[src/hw/rtl/hgps_pkg.sv]
// Shared constants, types and fixed-point helpers for the HG direction sampler.
`default_nettype none

package hgps_pkg;

   // output and register fraction bits
   localparam int FRAC_BITS = 15;
   // internal fixed point: signed Q30
   localparam int Q_BITS    = 30;
   localparam int OUT_SHIFT = Q_BITS - FRAC_BITS;
   localparam int E1_SHIFT  = Q_BITS - 16;
   localparam int OFFSET_W  = 14;

   localparam logic signed [31:0] Q_ONE   = 32'sd1 <<< Q_BITS;
   localparam logic signed [47:0] G_LIMIT = 48'sd1063004405;
   localparam logic [30:0]        HALF_PI = 31'd1686629713;

   // floor(n / (2^a * b)) as (n >> a) * ceil(2^36 / b) >> 36, exact for n < 2^30
   localparam int          RECIP_SHIFT = 36;
   localparam logic [34:0] RECIP_3  = 35'(((64'd1 << RECIP_SHIFT) + 64'd2) / 64'd3);
   localparam logic [34:0] RECIP_5  = 35'(((64'd1 << RECIP_SHIFT) + 64'd4) / 64'd5);
   localparam logic [34:0] RECIP_7  = 35'(((64'd1 << RECIP_SHIFT) + 64'd6) / 64'd7);
   localparam logic [34:0] RECIP_9  = 35'(((64'd1 << RECIP_SHIFT) + 64'd8) / 64'd9);
   localparam logic [34:0] RECIP_15 = 35'(((64'd1 << RECIP_SHIFT) + 64'd14) / 64'd15);
   localparam logic [34:0] RECIP_21 = 35'(((64'd1 << RECIP_SHIFT) + 64'd20) / 64'd21);
   localparam logic [34:0] RECIP_45 = 35'(((64'd1 << RECIP_SHIFT) + 64'd44) / 64'd45);

   // pipeline geometry
   localparam int DIV_STEPS      = Q_BITS;
   localparam int SQRT_STEPS     = 31;
   localparam int POL_STAGES     = 5 + DIV_STEPS + 2 + SQRT_STEPS;
   localparam int AZ_CORE_STAGES = 12;
   localparam int AZ_DELAY       = POL_STAGES - AZ_CORE_STAGES;
   localparam int BACK_STAGES    = POL_STAGES + 1;

   localparam int QUEUE_DEPTH = 4;
   localparam int QPTR_W      = $clog2(QUEUE_DEPTH);
   localparam int QCNT_W      = $clog2(QUEUE_DEPTH + 1);

   // azimuth quadrant codes
   localparam logic [1:0] QUAD_0 = 2'd0;
   localparam logic [1:0] QUAD_1 = 2'd1;
   localparam logic [1:0] QUAD_2 = 2'd2;

   typedef struct packed {
      logic [15:0]         rand_polar;
      logic [1:0]          quad;
      logic                folded;
      logic [OFFSET_W-1:0] offset;
   } item_type;

   typedef struct packed {
      logic signed [31:0] cp;
      logic signed [31:0] sp;
   } azim_type;

   // signed Q30 product, round to nearest with ties up
   function automatic logic signed [35:0] qmul(input logic signed [32:0] a,
                                               input logic signed [32:0] b);
      logic signed [65:0] p;
      p = a * b;
      p = p + (66'sd1 <<< (Q_BITS - 1));
      return $signed(p[65:Q_BITS]);
   endfunction

   // unsigned Q30 product, round to nearest
   function automatic logic [30:0] umul(input logic [29:0] a, input logic [30:0] b);
      logic [60:0] p;
      p = 61'(a) * 61'(b);
      p = p + (61'd1 << (Q_BITS - 1));
      return p[60:Q_BITS];
   endfunction

   function automatic logic [30:0] cdiv(input logic [30:0] n, input int sh,
                                        input logic [34:0] m);
      logic [30:0] ns;
      logic [65:0] p;
      ns = n >> sh;
      p  = 66'(ns) * 66'(m);
      return 31'(p >> RECIP_SHIFT);
   endfunction

   // register value to clamped Q30
   function automatic logic signed [31:0] g_to_q30(input logic [15:0] raw);
      logic signed [47:0] g;
      g = 48'($signed(raw)) <<< OUT_SHIFT;
      if (g > G_LIMIT) begin
         g = G_LIMIT;
      end else if (g < -G_LIMIT) begin
         g = -G_LIMIT;
      end
      return 32'(g);
   endfunction

   // Q30 to output format, round ties up, saturate
   function automatic logic signed [15:0] to_out(input logic signed [35:0] v);
      logic signed [35:0] r;
      if (OUT_SHIFT > 0) begin
         r = (v + (36'sd1 <<< (OUT_SHIFT - 1))) >>> OUT_SHIFT;
      end else begin
         r = v;
      end
      if (r > 36'sd32767) begin
         r = 36'sd32767;
      end else if (r < -36'sd32768) begin
         r = -36'sd32768;
      end
      return 16'(r);
   endfunction

endpackage

`default_nettype wire

[src/hw/rtl/hgps_front.sv]
// Input register: takes request words and splits the azimuth into quadrant and fold.
`default_nettype none

module hgps_front (
   input  wire logic              clock,
   input  wire logic              reset,
   input  wire logic              req_valid,
   output logic                   req_stall,
   input  wire logic [15:0]       req_rand_polar,
   input  wire logic [15:0]       req_rand_azimuth,
   input  wire logic              q_full,
   output logic                   push,
   output hgps_pkg::item_type     push_item
);

   logic                 valid_ff;
   hgps_pkg::item_type   item_ff;
   hgps_pkg::item_type   item_in;
   logic [hgps_pkg::OFFSET_W-1:0] r;

   always_comb begin
      r                  = req_rand_azimuth[hgps_pkg::OFFSET_W-1:0];
      item_in.rand_polar = req_rand_polar;
      item_in.quad       = req_rand_azimuth[15:hgps_pkg::OFFSET_W];
      // fold past an eighth of a turn onto the other octant
      item_in.folded     = r > (hgps_pkg::OFFSET_W'(1) << (hgps_pkg::OFFSET_W - 1));
      item_in.offset     = item_in.folded ? hgps_pkg::OFFSET_W'((15'd1 << hgps_pkg::OFFSET_W) - 15'(r))
                                          : r;
   end

   assign req_stall = valid_ff & q_full;
   assign push      = valid_ff & ~q_full;
   assign push_item = item_ff;

   always_ff @(posedge clock) begin
      if (reset) begin
         valid_ff <= 1'b0;
      end else if (!req_stall) begin
         valid_ff <= req_valid;
      end
      if (req_valid && !req_stall) begin
         item_ff <= item_in;
      end
   end

endmodule

`default_nettype wire

[config.mk]
export PLATFORM = sky130hd
export DESIGN_NAME = hgps_front
export DESIGN_NICKNAME = d
export VERILOG_FILES = /design/src/hw/rtl/hgps_pkg.sv /design/src/hw/rtl/hgps_front.sv
export SDC_FILE = /design/constraint.sdc
export NUM_CORES = 1
export LEC_CHECK = 0
export BUFFER_PORTS_ARGS = -buffer_cell sky130_fd_sc_hd__buf_4
export CAP_MARGIN = 10
export CELL_PAD_IN_SITES_DETAIL_PLACEMENT = 0
export CELL_PAD_IN_SITES_GLOBAL_PLACEMENT = 2
export CORE_MARGIN = 4
export CORE_UTILIZATION = 28
export DETAILED_ROUTE_END_ITERATION = 6
export GPL_ROUTABILITY_DRIVEN = 0
export PLACE_DENSITY_LB_ADDON = 0.05
export SLEW_MARGIN = 20
export SYNTH_ARGS = -nofsm -noshare
export SYNTH_HDL_FRONTEND = slang
export SYNTH_SLANG_ARGS = --single-unit
[constraint.sdc]
create_clock -name clock -period 3.1 [get_ports clock]
set_input_delay 0.155 -clock clock [delete_from_list [all_inputs] [get_ports clock]]
set_output_delay 0.155 -clock clock [all_outputs]
set_load 0.01 [all_outputs]
* Word-level counts from Yosys, hierarchy flattened
Cells that the tools add are included.
Word-level totals: register bits after elaboration 34, bits of input ports 36, output and inout port bits 35
Operators by class: add/subtract/negate cells 1, order comparisons 1, mux-type cells 1, bitwise logic cells 3, reduce and logical (&&, ||, !) cells 2
Operators by type and width (number):
- > comparator 14 bit, second input constant | 1
- two-way mux 14 bit | 1
- subtractor 1 x 14 -> 14 bit, first input constant | 1
- bitwise AND 1 bit | 2
- logical AND 1 bit | 1
- logical NOT 1 bit | 1
- inverter 1 bit | 1

* Longest topological paths before layout
depth after elaboration 3, depth in mapped cells 6

* Least setup slack after synthesis
No wires, ideal clock.
kind flip-flop to flip-flop, start point reg valid_ff, end point reg item_ff (netlist bit push_item[0]) (enable), setup time 0.427 ns, arrival 1.973 ns, data required time 2.673 ns, setup slack 0.700 ns, cell stages (with the launch flop) 3, buffers on the path 0, cell sequence dfxtp_1 -> and2_1 -> nor2b_1
Between the ends: longest elaborated chain between the ends 3
Ends and longest elaborated chain:
- from (decl) | RTL line hgps_front.sv:16 | logic valid_ff;
- from (signal assigned) | RTL line hgps_front.sv:39 | valid_ff <= req_valid;
- bitwise AND 1 bit | RTL line hgps_front.sv:31 | assign req_stall = valid_ff & q_full;
- net req_stall | RTL line hgps_front.sv:8 | output logic req_stall,
- logical NOT 1 bit | RTL line hgps_front.sv:41 | if (req_valid && !req_stall) begin
- logical AND 1 bit | RTL line hgps_front.sv:41
- to (signal assigned) | RTL line hgps_front.sv:42 | item_ff <= item_in;
- to (decl) | RTL line hgps_front.sv:17 | hgps_pkg::item_type item_ff;
The timed path passes the listed nets, and every way through them passes these cells. A chain may end at the register's enable or synchronous reset.

* Final worst setup path
start point reg valid_ff, end point reg item_ff (netlist bit push_item[17]) (enable)
Between the ends: longest elaborated chain between the ends 3
Ends and longest elaborated chain (RTL line):
- bitwise AND 1 bit | hgps_front.sv:31
- logical NOT 1 bit | hgps_front.sv:41
- logical AND 1 bit | hgps_front.sv:41
Every way passes these cells.

==> out/results.ini <==
[outcome]
status = complete, no violations

[yosys]
synth_seq_cells = 34
synthesis.area_um2 = 1360
synth.distinct_cells = 25
netlist_instances = 83
syn_avg_cell_area_um2 = 16.3
syn_nets = 120
yosysWarnings = 0
synth-seq-area-share_pct = 74.6

[drt]
ant_nets = 0
drcViolationCount = 0
first_iter_violations = 31
vias_per_cell = 4.48
vias = 959
dr.pass1.iters = 4
wire_per_inst_um = 14.0
wirelength_um = 3000

[power]
power.total_w = 0.00100
leakagePower_nw = 0.817
powerDensity_nw_per_um2 = 492
peakVddDrop_mv = 0.136

[cells_and_area]
stdcell_count = 214
antenna-diode-count = 0
finalNetCount = 196
final_area_um2 = 2030
layout-drive-gt1-share_pct = 50.6
syn_to_final_growth_pct = 49.9

[min_path]
hold_class = in -> reg
worstHoldStart = reset

[placement]
dp_slack_ps = 1410
dp_hpwl_um = 2330
dp_cells = 206
port_buffers = 70
place_area_um2 = 1950

[critical_path]
rr_startpoint = valid_ff$_SDFFE_PP0N_
cp-end-kind = flip-flop
reg2regPathDepth = 2
r2r-end = push_item[17]$_DFFE_PP_
crit_type = reg -> reg
worstPathMaxFanout = 33
startpoint = valid_ff$_SDFFE_PP0N_
worstPathRequired_ps = 3000
worstPathArrival_ps = 1500
crit_path_end = push_item[17]$_DFFE_PP_
start_kind = flip-flop
r2r_slack_ps = 1500

[clock_network]
post_cts_buffers = 0
cts_made_buffers = 5
clkSinkCount = 34
cts_max_level = 2
clk_latency_ps = 270
cts_max_path_buffers = 2
hold_buffers = 0
cts_tree = yes
clkTransAtPathRegs_ps = 60
cts-root-buf = clkbuf_8
postCtsResizedCells = 0

[run]
drv_cap = 0

[floorplan]
die_w_um = 77.6
die_area_um2 = 6020
die_h_um = 77.6
io_pins = 71
rows = 25
core_area_um2 = 4690
start_util_pct = 28.9

[grt]
antenna_found_initial = 0
grt_overflow = 0
grt_pass1_wl_um = 4560
grt_max_degree = 34
grt_pass1_vias = 899
grt_util_all_layers_pct = 10.1

[timing]
finalWorstSetupSlack_ps = 1500
setup_viol = 0
rsz0062_at_grt = false
tns_ps = 0
hold_viol = 0
min_period_over_period_pct = 51.7
finalMaxSlewViolations = 0
fmax_ghz = 0.624
skew_ps = 1.93
period_needed_ps = 1600
tightestPinTransition_ps = 918
relSlewSlack_pct = 38.7

synthesized netlist by cell type, drive strengths merged:
cell type | instances | share of area, %
edfxtp | 33 | 73
xnor2 | 6 | 3.9
a21oi | 5 | 1.8
nand2 | 5 | 1.4
nor2 | 5 | 1.4
a31oi | 3 | 1.4
inv | 3 | 0.83
nand3 | 2 | 0.74
nand3b | 2 | 1.1
nor2b | 2 | 0.92
nor4 | 2 | 2.0
o21ai | 2 | 0.74
o31ai | 2 | 1.8
xor2 | 2 | 1.3
a41oi | 1 | 2.0
and2 | 1 | 0.46
buf | 1 | 0.37
dfxtp | 1 | 1.5
ha | 1 | 0.92
nand2b | 1 | 0.46
nor3 | 1 | 0.37
nor3b | 1 | 0.92
or3 | 1 | 0.46
cells by family after synthesis:
group / after synthesis / synth area share, %
adder cells (fa/ha/maj): 1 / 0.923
flip-flops: 34 / 74.6
AND/OR/NAND/NOR: 23 / 10.2
XOR/XNOR: 8 / 5.17
buffers and inverters: 4 / 1.20
AO/OA/AOI/OAI: 13 / 7.85
power breakdown:
group	total, W	switching (W)	internal, W
sequential	0.000549	0.00000748	0.000542
clock	0.000304	0.000144	0.000159
combinational	0.000147	0.0000684	0.0000783
total	0.00100	0.000220	0.000780
flip-flops by register name, summed over array words and instances (netlist names):
register   cells
valid_ff       1
push_item     33
metal layers:
| layer | up-vias | share of wire [%] | track usage (%) |
|---|---|---|---|
| met5 | - | 0 | 0 |
| met4 | 0 | 2.0 | 4.80 |
| met3 | 7 | 6.7 | 3.13 |
| met2 | 41 | 51 | 17.5 |
| met1 | 446 | 40 | 11.3 |
| li1 | 465 | - | - |
worst min path at each step:
| stage | slack (ps) | to | cells after the start |
|---|---|---|---|
| floorplan | 230 | valid_ff$_SDFFE_PP0N_ | 1 |
| global placement | 310 | valid_ff$_SDFFE_PP0N_ | 2 |
| detailed placement | 320 | valid_ff$_SDFFE_PP0N_ | 2 |
| CTS | 20 | valid_ff$_SDFFE_PP0N_ | 2 |
| global route | 20 | valid_ff$_SDFFE_PP0N_ | 2 |
| finish | 30 | valid_ff$_SDFFE_PP0N_ | 2 |
cell usage in the layout, fill, tap and decap left out, drive strengths merged:
cell type	count
a21oi	5
a31oi	3
a41oi	1
and2	1
buf	70
clkbuf	8
dfxtp	1
edfxtp	33
ha	1
inv	3
nand2	5
nand2b	1
nand3	2
nand3b	2
nor2	5
nor2b	2
nor3	1
nor3b	1
nor4	2
o21ai	2
o31ai	2
or3	1
xnor2	6
xor2	2
area by class of cell:
cell class / instances / area, um2
clock buffer: 8 / 80.1
fill: 482 / 2660
inverter: 3 / 11.3
multi-input combinational: 45 / 335
sequential: 34 / 1010
tap: 54 / 67.6
timing repair buffer: 70 / 526
worst max-delay path, stage by stage (launching register included):
cell,delay [ps]
dfxtp_1,310
and2_1,180
nor2b_4,730
per-stage QoR:
stage	hold WS [ps]	utilization (%)
final	27.3	43.3
after CTS	16.6	43.3
after global routing	15.4	43.3
after global placement	314	41.6
after floorplan	227	-
after detailed placement	317	41.6
No activity file was read; power rests on OpenSTA's default activity.
