$ cat config.mk
export PLATFORM = sky130hd
export DESIGN_NAME = hgps_queue
export DESIGN_NICKNAME = d
export VERILOG_FILES = /design/src/hw/rtl/hgps_pkg.sv /design/src/hw/rtl/hgps_queue.sv
export SDC_FILE = /design/constraint.sdc
export NUM_CORES = 1
export LEC_CHECK = 0
export BUFFER_PORTS_ARGS = -buffer_cell sky130_fd_sc_hd__buf_4
export CAP_MARGIN = 20
export CORE_MARGIN = 2
export CORE_UTILIZATION = 40
export DETAILED_ROUTE_END_ITERATION = 7
export GPL_ROUTABILITY_DRIVEN = 0
export PLACE_DENSITY = 0.61
export SYNTH_ARGS = -nofsm -noshare
export SYNTH_HDL_FRONTEND = slang
export SYNTH_SLANG_ARGS = --single-unit
$ cat constraint.sdc
create_clock -name clock -period 3 [get_ports clock]
set_clock_uncertainty 0.05 [all_clocks]
set_input_delay 0.15 -clock clock [delete_from_list [all_inputs] [get_ports clock]]
set_output_delay 0.15 -clock clock [all_outputs]
set_load 0.05 [all_outputs]
$ cat src/hw/rtl/hgps_pkg.sv
// Shared constants, types and fixed-point helpers for the HG direction sampler.
`default_nettype none

package hgps_pkg;

   // output and register fraction bits
   localparam int FRAC_BITS = 15;
   // internal fixed point: signed Q30
   localparam int Q_BITS    = 30;
   localparam int OUT_SHIFT = Q_BITS - FRAC_BITS;
   localparam int E1_SHIFT  = Q_BITS - 16;
   localparam int OFFSET_W  = 14;

   localparam logic signed [31:0] Q_ONE   = 32'sd1 <<< Q_BITS;
   localparam logic signed [47:0] G_LIMIT = 48'sd1063004405;
   localparam logic [30:0]        HALF_PI = 31'd1686629713;

   // floor(n / (2^a * b)) as (n >> a) * ceil(2^36 / b) >> 36, exact for n < 2^30
   localparam int          RECIP_SHIFT = 36;
   localparam logic [34:0] RECIP_3  = 35'(((64'd1 << RECIP_SHIFT) + 64'd2) / 64'd3);
   localparam logic [34:0] RECIP_5  = 35'(((64'd1 << RECIP_SHIFT) + 64'd4) / 64'd5);
   localparam logic [34:0] RECIP_7  = 35'(((64'd1 << RECIP_SHIFT) + 64'd6) / 64'd7);
   localparam logic [34:0] RECIP_9  = 35'(((64'd1 << RECIP_SHIFT) + 64'd8) / 64'd9);
   localparam logic [34:0] RECIP_15 = 35'(((64'd1 << RECIP_SHIFT) + 64'd14) / 64'd15);
   localparam logic [34:0] RECIP_21 = 35'(((64'd1 << RECIP_SHIFT) + 64'd20) / 64'd21);
   localparam logic [34:0] RECIP_45 = 35'(((64'd1 << RECIP_SHIFT) + 64'd44) / 64'd45);

   // pipeline geometry
   localparam int DIV_STEPS      = Q_BITS;
   localparam int SQRT_STEPS     = 31;
   localparam int POL_STAGES     = 5 + DIV_STEPS + 2 + SQRT_STEPS;
   localparam int AZ_CORE_STAGES = 12;
   localparam int AZ_DELAY       = POL_STAGES - AZ_CORE_STAGES;
   localparam int BACK_STAGES    = POL_STAGES + 1;

   localparam int QUEUE_DEPTH = 4;
   localparam int QPTR_W      = $clog2(QUEUE_DEPTH);
   localparam int QCNT_W      = $clog2(QUEUE_DEPTH + 1);

   // azimuth quadrant codes
   localparam logic [1:0] QUAD_0 = 2'd0;
   localparam logic [1:0] QUAD_1 = 2'd1;
   localparam logic [1:0] QUAD_2 = 2'd2;

   typedef struct packed {
      logic [15:0]         rand_polar;
      logic [1:0]          quad;
      logic                folded;
      logic [OFFSET_W-1:0] offset;
   } item_type;

   typedef struct packed {
      logic signed [31:0] cp;
      logic signed [31:0] sp;
   } azim_type;

   // signed Q30 product, round to nearest with ties up
   function automatic logic signed [35:0] qmul(input logic signed [32:0] a,
                                               input logic signed [32:0] b);
      logic signed [65:0] p;
      p = a * b;
      p = p + (66'sd1 <<< (Q_BITS - 1));
      return $signed(p[65:Q_BITS]);
   endfunction

   // unsigned Q30 product, round to nearest
   function automatic logic [30:0] umul(input logic [29:0] a, input logic [30:0] b);
      logic [60:0] p;
      p = 61'(a) * 61'(b);
      p = p + (61'd1 << (Q_BITS - 1));
      return p[60:Q_BITS];
   endfunction

   function automatic logic [30:0] cdiv(input logic [30:0] n, input int sh,
                                        input logic [34:0] m);
      logic [30:0] ns;
      logic [65:0] p;
      ns = n >> sh;
      p  = 66'(ns) * 66'(m);
      return 31'(p >> RECIP_SHIFT);
   endfunction

   // register value to clamped Q30
   function automatic logic signed [31:0] g_to_q30(input logic [15:0] raw);
      logic signed [47:0] g;
      g = 48'($signed(raw)) <<< OUT_SHIFT;
      if (g > G_LIMIT) begin
         g = G_LIMIT;
      end else if (g < -G_LIMIT) begin
         g = -G_LIMIT;
      end
      return 32'(g);
   endfunction

   // Q30 to output format, round ties up, saturate
   function automatic logic signed [15:0] to_out(input logic signed [35:0] v);
      logic signed [35:0] r;
      if (OUT_SHIFT > 0) begin
         r = (v + (36'sd1 <<< (OUT_SHIFT - 1))) >>> OUT_SHIFT;
      end else begin
         r = v;
      end
      if (r > 36'sd32767) begin
         r = 36'sd32767;
      end else if (r < -36'sd32768) begin
         r = -36'sd32768;
      end
      return 16'(r);
   endfunction

endpackage

`default_nettype wire

$ cat src/hw/rtl/hgps_queue.sv
// Short word queue between the front register and the back pipeline.
`default_nettype none

module hgps_queue (
   input  wire logic               clock,
   input  wire logic               reset,
   input  wire logic               push,
   input  wire hgps_pkg::item_type push_item,
   input  wire logic               pop,
   output logic                    full,
   output logic                    nonempty,
   output hgps_pkg::item_type      head
);

   hgps_pkg::item_type              mem_ff [hgps_pkg::QUEUE_DEPTH];
   logic [hgps_pkg::QPTR_W-1:0]     wr_ptr_ff;
   logic [hgps_pkg::QPTR_W-1:0]     rd_ptr_ff;
   logic [hgps_pkg::QCNT_W-1:0]     count_ff;
   logic                            do_push;
   logic                            do_pop;

   assign full     = count_ff == hgps_pkg::QCNT_W'(hgps_pkg::QUEUE_DEPTH);
   assign nonempty = count_ff != '0;
   assign head     = mem_ff[rd_ptr_ff];
   assign do_push  = push & ~full;
   assign do_pop   = pop & nonempty;

   function automatic logic [hgps_pkg::QPTR_W-1:0] bump(input logic [hgps_pkg::QPTR_W-1:0] p);
      return (p == hgps_pkg::QPTR_W'(hgps_pkg::QUEUE_DEPTH - 1)) ? '0 : p + 1'b1;
   endfunction

   always_ff @(posedge clock) begin
      if (reset) begin
         wr_ptr_ff <= '0;
         rd_ptr_ff <= '0;
         count_ff  <= '0;
      end else begin
         if (do_push) begin
            wr_ptr_ff <= bump(wr_ptr_ff);
         end
         if (do_pop) begin
            rd_ptr_ff <= bump(rd_ptr_ff);
         end
         if (do_push && !do_pop) begin
            count_ff <= count_ff + 1'b1;
         end else if (do_pop && !do_push) begin
            count_ff <= count_ff - 1'b1;
         end
      end
      if (do_push) begin
         mem_ff[wr_ptr_ff] <= push_item;
      end
   end

   a_count_bound: assert property (@(posedge clock) disable iff (reset)
      count_ff <= hgps_pkg::QCNT_W'(hgps_pkg::QUEUE_DEPTH))
      else $error("queue count beyond depth");

   a_count_track: assert property (@(posedge clock) disable iff (reset)
      (do_push && !do_pop) |=> (count_ff == $past(count_ff) + 1'b1))
      else $error("queue count missed a push");

endmodule

`default_nettype wire

# Word-level counts from Yosys, hierarchy flattened
# Memory sizes are Yosys's and may differ from the RTL's. A register that Yosys moved wholly into a read port is not among the register bits.
# Cells that the tools add are included.
# totals
reg_bits	7
mem_bits_rw	132
input_bits	37
wordCells	28
n_memories	1
# memory_table
memory	depth	word_bits	rd	rd_clocked_by_memory_dff	wr	line	text
mem_ff	4	33	1	1	1	hgps_queue.sv:15	hgps_pkg::item_type mem_ff [hgps_pkg::QUEUE_DEPTH];
# op_classes
addsub	4
eq_ne	3
mux	8
bitwise_logic	3
n_reduce_logical	6
# op_table
operator	count
two-way mux 2 bit	4
two-way mux 3 bit	2
adder 2 x 1 -> 2 bit (second input constant)	2
== test 2 bit (second input constant)	2
adder 3 x 1 -> 3 bit (second input constant)	1
== test 3 bit (second input constant)	1
nonzero test 3 bit	1
subtractor 3 x 1 -> 3 bit (second input constant)	1
bitwise AND 1 bit	2
logical AND 1 bit	2
zero test 1 bit	2
two-way mux 1 bit	2
nonzero test 2 bit	1
NOT 1 bit	1

# Logic depth before layout (Yosys ltp)
# Gate-level depths: netlist of run 1.
# depth
word_depth	7
ltp_mapped	10
ltp_nobuf	9

# Worst setup path after synthesis of run 1
# Ideal clock, no wire load.
# synth_timing
kind	register to register
start	register count_ff[0] (netlist name)
end	register count_ff[2] (netlist name)
t_arrival_ps	2200
t_required_ps	2880
setup_slack_ps	680
stages_incl_launch_ff	11
n_path_buf	1
period_less_slack_ps	2320
path_cell_list	dfxtp_1 or3b_1 buf_6 clkinv_4 nor2_2 ha_1 inv_1 fa_1 xor2_1 or3_2 a21oi_1
# synth_between
elab_chain_len	6
word_cells_on_any_way	14
classes_between	add/sub (2); eq/ne (1); mux (2); bitwise (3); reduce/logical (6)
# synth_lines
element	line	text
start: declaration	hgps_queue.sv:18	logic [hgps_pkg::QCNT_W-1:0] count_ff;
start signal: assignment	hgps_queue.sv:45	count_ff <= count_ff + 1'b1;
start signal: assignment	hgps_queue.sv:47	count_ff <= count_ff - 1'b1;
== test 3 bit *	hgps_queue.sv:22	assign full = count_ff == hgps_pkg::QCNT_W'(hgps_pkg::QUEUE_DEPTH);
net full	hgps_queue.sv:10	output logic full,
NOT 1 bit *	hgps_queue.sv:25	assign do_push = push & ~full;
bitwise AND 1 bit *	hgps_queue.sv:25	
net do_push	hgps_queue.sv:19	logic do_push;
zero test 1 bit	hgps_queue.sv:46	end else if (do_pop && !do_push) begin
logical AND 1 bit	hgps_queue.sv:46	
nonzero test 2 bit (no source line)	-	
# Mark *: on every way through the listed nets, which the timed path passes. The rest lies on a longest branch. The select of a mux whose other input is x is not followed.
# A chain may end at the register's enable or synchronous reset.

# Final worst setup path of run 1
# layout_timing
start	register count_ff[0] (netlist name)
end	register count_ff[2] (netlist name)
# layout_between
elab_chain_len	6
word_cells_on_any_way	14
classes_between	add/sub (2); eq/ne (1); mux (2); bitwise (3); reduce/logical (6)
# layout_lines
element	line
== test 3 bit *	hgps_queue.sv:22
NOT 1 bit *	hgps_queue.sv:25
bitwise AND 1 bit *	hgps_queue.sv:25
net do_push	hgps_queue.sv:19
zero test 1 bit	hgps_queue.sv:46
logical AND 1 bit	hgps_queue.sv:46
nonzero test 2 bit (no source line)	-
# Marks and branches as above.

==> results of run 1 <==
-- layer usage --
| layer | track usage (%) | up-vias | wire [µm] |
|---|---|---|---|
| met2 | 22.8 | 59 | 4680 |
| met5 | 0 | - | 0 |
| met1 | 17.6 | 1307 | 3960 |
| li1 | - | 1183 | - |
| met4 | 4.84 | 0 | 93 |
| met3 | 4.63 | 10 | 421 |
-- power by group through the flow --
stage / Sequential (mW) / Clock [mW] / Combinational [mW]
final: 2.48 / 1.94 / 1.86
after global routing: 2.50 / 2.07 / 1.97
after CTS: 2.48 / 1.99 / 1.90
after detailed placement: 2.52 / 0 / 1.86
after global placement: 2.51 / 0 / 1.85
after floorplan: 2.47 / 0 / 1.37
-- kinds of logic after synthesis --
group / Yosys count / share of synthesized area, %
flip-flops: 141 / 78.9
multiplexers: 35 / 14.5
AND/OR/NAND/NOR: 16 / 1.83
buffers and inverters: 15 / 1.62
AO/OA/AOI/OAI: 7 / 0.953
adder cells (fa/ha/maj): 7 / 1.81
XOR/XNOR: 2 / 0.334
-- worst max-delay path, cell delays in order (launching register included) --
cell	delay, ps
dfxtp_1	440
or3b_1	310
clkinv_4	90
nor2_2	120
ha_1	200
inv_1	60
fa_1	380
xor2_1	190
or3_2	420
a21oi_1	140
-- synth_stat cells (all sizes together) --
| library cell | instances | area share [%] |
|---|---|---|
| clkinv | 1 | 0.17 |
| mux2i | 2 | 0.38 |
| nor3 | 1 | 0.095 |
| xor2 | 2 | 0.33 |
| nand3 | 2 | 0.19 |
| dfxtp | 9 | 3.4 |
| buf | 9 | 1.1 |
| a21oi | 3 | 0.29 |
| o31ai | 2 | 0.48 |
| edfxtp | 132 | 75 |
| ha | 6 | 1.4 |
| nand2 | 1 | 0.071 |
| fa | 1 | 0.38 |
| or3 | 3 | 0.41 |
| mux4 | 33 | 14 |
| inv | 4 | 0.29 |
| or3b | 1 | 0.17 |
| clkbuf | 1 | 0.071 |
| nor2 | 4 | 0.33 |
| and3 | 4 | 0.57 |
| o21ai | 2 | 0.19 |
-- cell type report --
class	instances	area (µm²)	share of cell area [%]
clock buffer	17	425	6.12
clock inverter	15	138	1.98
inverter	5	23.8	0.342
multi-input combinational	67	1020	14.7
sequential	141	4150	59.7
tap	172	215	3.10
timing repair buffer	117	978	14.1
-- flip-flops by register name, indices dropped and copies added (netlist names), named ones only --
register,cells
rd_ptr_ff,2
count_ff,3
wr_ptr_ff,2
mem_ff,132
-- what timing repair did --
action / in CTS / in global routing
hold buffers: 35 / 0
buffers inserted: 0 / 0
hold endpoints to repair: 141 / 0
-- final timing paths --
check                                   end          from  slack (ps)  cells past startpoint
worst max register to register  count_ff[2]   count_ff[0]         530                      9
worst max-delay path            count_ff[2]   count_ff[0]         530                      9
worst min-delay path                   flop           pop          50                      4
worst min register to register         flop  rd_ptr_ff[0]         440                      2
-- through the flow --
step | util (%) | setup WS, ps | std cells | power [mW]
finish | 54.6 | 534 | 534 | 6.28
global route | 54.6 | 397 | 534 | 6.55
CTS | 54.6 | 515 | 534 | 6.37
detailed placement | 47.4 | 527 | 467 | 4.38
global placement | 47.4 | 642 | 467 | 4.36
floorplan | - | 680 | 223 | 3.83
==> run summary, run 1 <==
The die is 119 µm tall. After detailed routing, the total wire length is 9.16 mm. For the finished layout, the period the worst path requires is 2470 ps. The worst setup path is of the flop to flop kind. Across the run, the number of max-cap violations was 0. The initial utilization of the core area, before any placement, comes to 41.3%.

In this run, CTS created clock tree buffers numbering 17. The logs give 6950 µm² for the final non-filler cell area and 70.4% for the relative max-transition margin. The overall overflow remaining after global route was 0. The logs give 5250 µm² for the netlist area before placement and 0 ps for the aggregate negative setup slack. The tools report the root buffer cell as clkbuf_16. Synthesis handed over a netlist of 223 instances. Row generation in the floorplan step produced 41 rows. TritonCTS built the clock tree.

Once the clock tree was built, the resizer swapped 0 gates to a different size. The clock drives 141 sinks. The worst setup path is captured at a flop. The most common library cell in the layout ignoring fill and taps was edfxtp_1. The launching element type of the critical path was a flop.

After detailed placement, the total cell area comes to 6040 µm². In this run the mean area of a mapped cell was 23.5 µm². Counting every net in the synthesized netlist gives 267. The tools report the static leakage power as 2.42 nW.

At the worst endpoint, the required time is 3290 ps. Net switching is 32.5% of the power. After synthesis, the netlist uses 27 different library cells. The H-tree generated during clock tree synthesis spans 4 levels. The run finished with clean final reports. For this block, the initial DRC count from the detailed router was 161. The clock network burns 30.8% of the power. The run gives 0 as the count of warnings emitted by yosys.

Data arrives at the worst endpoint at 2760 ps. Dividing the detail-routed wire length by the instance count gives 17.1 µm. The first-pass iteration count of the detailed router is 4. The later pin in the worst-skew pair is clocked with a latency of 410 ps. Setup repair after global routing left no endpoint under its margin. After clock tree synthesis, the clock-pin slew on the worst setup and hold paths is 60 ps.

In this run the deepest clock path goes through 2 buffers. The post-route netlist has 43.6% of its cells at a drive strength greater than 1. The first global-routing pass estimated 14.7 mm of wire. 72 I/O pins were placed.

The number of global-route vias before repair was 2832. The internal portion of the total power is 4.23 mW. The tools report the sequential power share as 39.5%.

The tools report the power spent charging and discharging nets as 2.04 mW. The type of the most critical hold path is primary input to flop. The maximum number of pins on one net before global-route repair is 20, and the area of the placeable core is 12700 µm². The final critical path takes up 82.2% of the cycle. The tools report the max-slew violation total from the final report as 0. The total of fill cells in the finished design is 1023, and the overall track demand over capacity in global routing is 14.0%. The logs give 0 for the number of nets with antenna violations after detailed routing and 14100 µm² for the die outline area.

At the pin with the least slew margin, the transition time is 444 ps. The worst hold margin was 51.1 ps; the number of flip-flops and latches in the synthesized netlist was 141. The count of buffers added on input and output ports is 71. The power density over the cells came out at 903 nW/µm².

Final setup violation count: 0. For this block, the via count after detailed routing is 2559. The tools report the net count reported at finish as 393. Relative to the synthesized area, the layout overhead comes to 32.3%.

In the routed layout, each cell is associated on average with a via count of 4.79. The die is 119 µm wide. IR analysis of the VDD net gives a maximum drop of 0.415 mV. Based on the critical path, the design can be clocked at up to 0.406 GHz.

Summed over all nets, the half-perimeter wirelength after detailed placement is 5.78 mm. The run gives 29.7% as the proportion of power drawn by combinational gates. In the layout the commonest cells are edfxtp_1 (132), buf_4 (81), dlygate4sd3_1 (35), mux4_2 (33), clkbuf_16 (17).

Sequential elements use 78.9% of the synthesized area. The number of antenna diodes in the final layout is 0. For the initial antenna violation count, the log shows 0.

The count of final hold-check violations is 0. Along the worst path, the maximum fanout reaches 7. After detailed routing, the number of remaining DRC violations is 0.
(Power assumes the default switching activity.)
==> run 2: changes to the inputs <==
--- a/config.mk
+++ b/config.mk
@@ -11,7 +11,7 @@
 export CORE_UTILIZATION = 40
 export DETAILED_ROUTE_END_ITERATION = 7
 export GPL_ROUTABILITY_DRIVEN = 0
-export PLACE_DENSITY = 0.61
+export PLACE_DENSITY = 0.63
 export SYNTH_ARGS = -nofsm -noshare
 export SYNTH_HDL_FRONTEND = slang
 export SYNTH_SLANG_ARGS = --single-unit
==> constraint.sdc (replaced) <==
create_clock -name clock -period 2.1 [get_ports clock]
set_clock_uncertainty 0.05 [all_clocks]
set_input_delay 0.105 -clock clock [delete_from_list [all_inputs] [get_ports clock]]
set_output_delay 0.105 -clock clock [all_outputs]
set_load 0.05 [all_outputs]
==> run 2 against run 1 <==
Compared with the run above: cell count increased by 1.7%; largest cell class unchanged; critical endpoint unchanged; sequential share of layout area decreased by 1.0 points; critical path type unchanged; maximum frequency increased by 23%; first-iteration DRC count increased by 38%.
==> run summary, run 2 (synthesis gave the netlist of run 1 again) <==
Number of global-route vias before repair: 2865 (was 2832). The violation count after the first detailed-routing iteration came out at 222 (was 161). The tools report the final setup violation count as 0 (unchanged). The remaining routing DRC violations came out at 0 (unchanged). The total of fill cells in the finished design is 982 (was 1023). The count of final hold-check violations came out at 0 (unchanged). The most common library cell in the layout ignoring fill and taps was edfxtp_1 (unchanged). TritonCTS built the clock tree. The final wirelength is 9.61 mm (was 9.16 mm).

Worst setup slack after placement: -42.1 ps (was 527 ps). Critical path required time: 2390 ps (was 3290 ps). Fraction of final layout cells with drive strength greater than 1: 46.9% (was 43.6%). The count of input and output buffers was 71 (unchanged); the initial antenna violation count was 0 (unchanged). The portion of the clock cycle consumed by the worst path in the final layout was 95.2% (was 82.2%). The tools report the data arrival time of the critical path as 2290 ps (was 2760 ps). The tools report the root buffer cell as clkbuf_16 (unchanged). The flow ran to the end, and the final reports show no timing, DRC or antenna violations. The overall overflow remaining after global route came out at 0 (unchanged). Endpoint type of the worst setup path: a flop (unchanged). The count of max-cap constraint violations was 0 (unchanged). The type of the most critical hold path is primary input to flop (unchanged).

The maximum number of pins on one net before global-route repair came out at 21 (was 20). Most used cells in the layout excluding fill and tap cells: edfxtp_1 (132), buf_4 (90), dlygate4sd3_1 (35), mux4_2 (33), clkbuf_16 (17) (was edfxtp_1 (132), buf_4 (81), dlygate4sd3_1 (35), mux4_2 (33), clkbuf_16 (17)). Launching element type of the critical path: a flop (unchanged). The clock transition at the register clock pins on the worst setup and hold paths after CTS was 60 ps (about the same).

The HPWL after detailed placement is 5.82 mm (was 5.78 mm), and the largest fanout on the critical path is 2 (was 7). The total inserted antenna cells was 0 (unchanged). The area of the placeable core came out at 12700 µm² (unchanged). The run gives 14100 µm² (unchanged) as the die outline area.

The maximum level of the CTS H-tree came out at 4 (unchanged). The tools report the number of cells in the design after placement as 475 (was 467). The worst hold margin came out at 131 ps (was 51.1 ps). The area used by sequential logic in the layout came out at 4150 µm² (about the same).

The tools report the achievable clock frequency as 0.500 GHz (was 0.406 GHz). Height of the die: 119 µm (unchanged). The static leakage power was 2.50 nW (was 2.42 nW). Boundary pin count: 72 (unchanged). For the worst-case register-to-register setup slack, the log shows 100 ps (was 530 ps).

The flip-flop count of the largest register, all copies and words added came out at 132 (unchanged). The signed area change from the synthesized netlist to the final layout came out at 34.9% (was 32.3%). The tools report the maximum buffer depth of the clock tree as 2 (unchanged).

Register bank with the most flops: mem_ff (unchanged). The instance area after placement came out at 6120 µm² (was 6040 µm²). The final non-filler cell area is 7080 µm² (was 6950 µm²). Setup repair after global routing left no endpoint under its margin. The shortest clock period the worst path allows after layout came out at 2000 ps (was 2470 ps). The tools report the relative max-transition margin as 79.8% (was 70.4%). The via density per instance came out at 4.78 (was 4.79). Power density over the cells: 1300 nW/µm² (was 903 nW/µm²). The least setup slack across all paths after layout is 101 ps (was 534 ps), and the clock latency reported for the late side of the worst-skew pair is 410 ps (about the same). Net count reported at finish: 402 (was 393). The non-filler instance count after layout was 543 (was 534); the worst-margin pin slew was 303 ps (was 444 ps). The horizontal die dimension is 119 µm (unchanged), and the overall track demand over capacity in global routing is 14.8% (was 14.0%). Critical path class: flop to flop (unchanged).

The total area of multi-input combinational cells came out at 1070 µm² (was 1020 µm²). The tools report the number of sinks on the clock net as 141 (unchanged). The run gives 2594 (was 2559) as the total vias in the final route. The initial standard-cell utilization of the core was 41.3% (unchanged); the detailed-route wire length per cell was 17.7 µm (was 17.1 µm). Largest regs: mem_ff x132, count_ff x3 (unchanged). The logs give 15.3 mm (was 14.7 mm) for the global-route wire length before repair and 0 (unchanged) for the number of nets with antenna violations after detailed routing.

The worst voltage drop across the vdd grid was 0.588 mV (was 0.415 mV). Row count: 41 (unchanged). First-pass iteration count of the detailed router: 4 (unchanged).

The number of clock buffers inserted by TritonCTS is 17 (unchanged), and the max-slew violation total from the final report is 0 (unchanged).
## run 2: metal layers
| metal | share of wire [%] | up-vias | GRT usage [%] |
|---|---|---|---|
| met3 | 4.6 | 4 | 4.97 |
| met2 | 51 | 65 | 23.7 |
| li1 | - | 1201 | - |
| met5 | 0 | - | 0 |
| met4 | 0.80 | 0 | 6.03 |
| met1 | 43 | 1324 | 18.6 |
## run 2: final cells by class
cell class / instances / share of cell area [%]
clock buffer: 21 / 6.36
clock inverter: 11 / 1.70
inverter: 5 / 0.442
multi-input combinational: 67 / 15.1
sequential: 141 / 58.6
tap: 172 / 3.04
timing repair buffer: 126 / 14.8
## run 2: power breakdown
part | total [mW] | switching [mW] | internal, mW
Combinational | 2.86 | 1.76 | 1.10
Sequential | 3.50 | 0.0910 | 3.41
Clock | 2.84 | 1.07 | 1.77
## run 2: final timing paths
| check | startpoint | to | depth (start not counted) |
|---|---|---|---|
| worst min-delay path | pop | flop | 5 |
| worst min register to register | rd_ptr_ff[0] | flop | 2 |
| worst max-delay path | count_ff[2] | count_ff[2] | 9 |
| worst max register to register | count_ff[2] | count_ff[2] | 9 |
## run 2: stage by stage
stage | setup TNS, ps | utilization, % | power (mW)
2_1_floorplan | -8.42 | - | 5.51
3_3_place_gp | 0 | 48.1 | 6.32
3_5_place_dp | -42.1 | 48.1 | 6.36
4_1_cts | 0 | 55.5 | 9.29
5_1_grt | 0 | 55.7 | 9.60
6_report | 0 | 55.7 | 9.21
## run 2: worst max-delay path, cell delays in order (launching register included)
cell,delay (ps)
dfxtp_2,310
or3b_4,270
clkinv_8,50
nor2_4,110
ha_4,150
inv_2,30
fa_2,340
xor2_2,160
or3_4,330
a21oi_2,130
## run 2: timing repair
item,4_1_cts,5_1_grt
buffers inserted,0,1
cloned,0,0
endpoints found under the setup margin,1,1
hold buffers,35,0
hold endpoints to repair,141,0
resized for setup,2,3
pin swaps,0,3
==> run 3: changes to the inputs <==
--- a/config.mk
+++ b/config.mk
@@ -5,7 +5,7 @@
 export SDC_FILE = /design/constraint.sdc
 export NUM_CORES = 1
 export LEC_CHECK = 0
-export BUFFER_PORTS_ARGS = -buffer_cell sky130_fd_sc_hd__buf_4
+export BUFFER_PORTS_ARGS = -buffer_cell sky130_fd_sc_hd__buf_2
 export CAP_MARGIN = 20
 export CORE_MARGIN = 2
 export CORE_UTILIZATION = 40
==> run 3 against run 2 <==
Compared with the run above: sequential share of layout area grew 1.6 points; worst hold slack better by 32 ps; sequential cell count is the same; non-clock buffer count is 2 lower; setup slack got worse by 48 ps; register-to-register slack worse by 50 ps; combinational power down 7.0%; utilization fell by 1.5 points; global-route usage is 0.18 points higher; die area did not move; cell count down 0.55%; clock-buffer cell count decreased by 2; largest cell class unchanged; largest power group unchanged; highest routed layer unchanged.
==> run summary, run 3 (synthesis gave the netlist of run 1 again) <==
Fraction of final layout cells with drive strength greater than 1: 45.7% (was 46.9%). The tools report the violation count after the first detailed-routing iteration as 159 (was 222). Final setup violation count: 0 (unchanged).

The flip-flop count of the largest register, all copies and words added is 132 (unchanged). Largest regs: mem_ff x132, count_ff x3 (unchanged). Global-route wire length before repair: 15.5 mm (was 15.3 mm).

The row count came out at 41 (unchanged). The initial antenna violation count came out at 0 (unchanged). TritonCTS built the clock tree. For the first-pass iteration count of the detailed router, the log shows 4 (unchanged). The run gives 2823 (was 2865) as the number of global-route vias before repair. The tools report the die outline area as 14100 µm² (unchanged). The achievable clock frequency came out at 0.489 GHz (was 0.500 GHz). The logs give 41.3% (unchanged) for the initial standard-cell utilization of the core and 2 (unchanged) for the maximum buffer depth of the clock tree. The relative max-transition margin is 79.3% (was 79.8%).

The root buffer cell is clkbuf_16 (unchanged). The number of clock buffers inserted by TritonCTS was 17 (unchanged); the net count reported at finish was 400 (was 402). The run gives 0 (unchanged) as the count of final hold-check violations. The boundary pin count was 72 (unchanged); the count of max-cap constraint violations was 0 (unchanged). For the total of fill cells in the finished design, the log shows 1043 (was 982). Most used cells in the layout excluding fill and tap cells: edfxtp_1 (132), buf_2 (71), dlygate4sd3_1 (36), mux4_2 (33), clkbuf_16 (17) (was edfxtp_1 (132), buf_4 (90), dlygate4sd3_1 (35), mux4_2 (33), clkbuf_16 (17)). The portion of the clock cycle consumed by the worst path in the final layout is 97.5% (was 95.2%). The via density per instance was 4.79 (was 4.78).

Count of input and output buffers: 71 (unchanged). The shortest clock period the worst path allows after layout was 2050 ps (was 2000 ps). The tools report the maximum level of the CTS H-tree as 4 (unchanged).

Critical path class: flop to flop (unchanged). The logs give 163 ps (was 131 ps) for the worst hold margin and 2340 ps (was 2290 ps) for the data arrival time of the critical path. Startpoint of the worst-slack reg-to-reg timing path: count_ff[2] (unchanged). The aggregate negative setup slack is 0 ps (unchanged), and the worst reg-to-reg path cell count is 9 (unchanged). The detailed-route wire length per cell was 17.8 µm (was 17.7 µm); the post-CTS setup repair buffer count was 0 (unchanged). The non-filler instance count after layout was 540 (was 543); the largest fanout on the critical path was 2 (unchanged). The flow ran to the end, and the final reports show no timing, DRC or antenna violations.

The number of nets with antenna violations after detailed routing is 0 (unchanged). For the worst-case register-to-register setup slack, the log shows 50 ps (was 100 ps). The final wirelength came out at 9.64 mm (was 9.61 mm). The overall track demand over capacity in global routing was 15.0% (was 14.8%); the number of cells in the design after placement was 473 (was 475).

The tools report the overall overflow remaining after global route as 0 (unchanged). The worst-margin pin slew works out to 311 ps (was 303 ps). Register bank with the most flops: mem_ff (unchanged).

The remaining routing DRC violations came out at 0 (unchanged). The most common library cell in the layout ignoring fill and taps is edfxtp_1 (unchanged). The clock latency reported for the late side of the worst-skew pair is 410 ps (about the same), and the total inserted antenna cells is 0 (unchanged). The logs give 8.96 mW (was 9.21 mW) for the total chip power and 54.2% (was 55.7%) for the utilization after layout. The worst voltage drop across the vdd grid was 0.642 mV (was 0.588 mV); the max-slew violation total from the final report was 0 (unchanged). The tools report the static leakage power as 2.41 nW (was 2.50 nW).

Type of the most critical hold path: primary input to flop (unchanged). The area of the placeable core was 12700 µm² (unchanged). Horizontal die dimension: 119 µm (unchanged). The power density over the cells came out at 1300 nW/µm² (about the same).

Setup repair after global routing could not meet its margin everywhere. The run gives 34 (was 21) as the maximum number of pins on one net before global-route repair. Startpoint of the worst setup timing path: count_ff[2] (unchanged). Total vias in the final route: 2585 (was 2594).

The tools report the number of sinks on the clock net as 141 (unchanged). The signed area change from the synthesized netlist to the final layout is 31.2% (was 34.9%). The tools report the endpoint type of the worst setup path as a flop (unchanged). The height of the die was 119 µm (unchanged); the clock transition at the register clock pins on the worst setup and hold paths after CTS was 60 ps (about the same). The worst setup path endpoint is count_ff[2] (unchanged). The endpoint of the most critical register-to-register path is count_ff[2] (unchanged). The launching element type of the critical path is a flop (unchanged). The critical path required time is 2390 ps (about the same).
-- run 3: cell types whose count changed in the layout (fill, tap and decap cells not counted), sizes merged --
cell         before  now
buf              91   88
clkbuf           21   19
clkinv           10    8
clkinvlp          0    2
dlygate4sd3      35   36
inv               4    5
-- run 3: worst max-delay path: stages (launching register included) --
cell	delay (ps)
dfxtp_2	310
or3b_4	270
clkinv_8	50
nor2_4	110
ha_4	170
inv_2	40
fa_2	350
xor2_2	160
or3_4	330
a21oi_2	130
-- run 3: through the flow --
stage / area, µm² / setup slack (ps)
floorplan: 5280 / -8.42
global placement: 5940 / 25.2
detailed placement: 5940 / -45.3
CTS: 6870 / 15.9
global route: 6890 / -20.1
finish: 6890 / 53.4
-- run 3: report_power, final --
part	switching, mW	internal, mW	total, mW	leakage (nW)
clock	1.07	1.73	2.80	0.266
sequential	0.0899	3.41	3.50	1.29
combinational	1.74	0.917	2.66	0.863
total	2.90	6.06	8.96	2.41
-- run 3: how the worst min path moves through the flow --
| stage | start | endpoint | slack (ps) | cells past startpoint |
|---|---|---|---|---|
| after floorplan | push_item[0] | mem_ff[0][0] | 150 | 0 |
| after global placement | push_item[20] | mem_ff[1][20] | 270 | 1 |
| after detailed placement | push_item[1] | mem_ff[2][1] | 270 | 1 |
| after CTS | pop | flop | 130 | 5 |
| after global routing | pop | count_ff[0] | 170 | 5 |
| final | pop | count_ff[0] | 160 | 5 |
-- run 3: what timing repair did --
action	in CTS	in global routing
pin swaps	0	3
endpoints found under the hold margin	141	0
setup endpoints to repair	1	1
resized for setup	2	3
hold buffers	36	0
-- run 3: final cells by class --
class / instances / area [µm²] / area share (%)
sequential: 141 / 4150 / 60.3
multi-input combinational: 67 / 1070 / 15.5
timing repair buffer: 124 / 868 / 12.6
clock buffer: 19 / 433 / 6.28
tap: 172 / 215 / 3.12
clock inverter: 12 / 123 / 1.78
inverter: 5 / 31.3 / 0.454
-- run 3: per-layer routing --
layer	part of all wire, %	global-route usage (%)	wire length [µm]	vias to the layer above
met5	0	0	0	-
met4	1.3	5.13	124	0
met3	4.5	5.89	436	10
met2	50	24.2	4860	60
met1	44	18.5	4220	1319
li1	-	-	-	1196
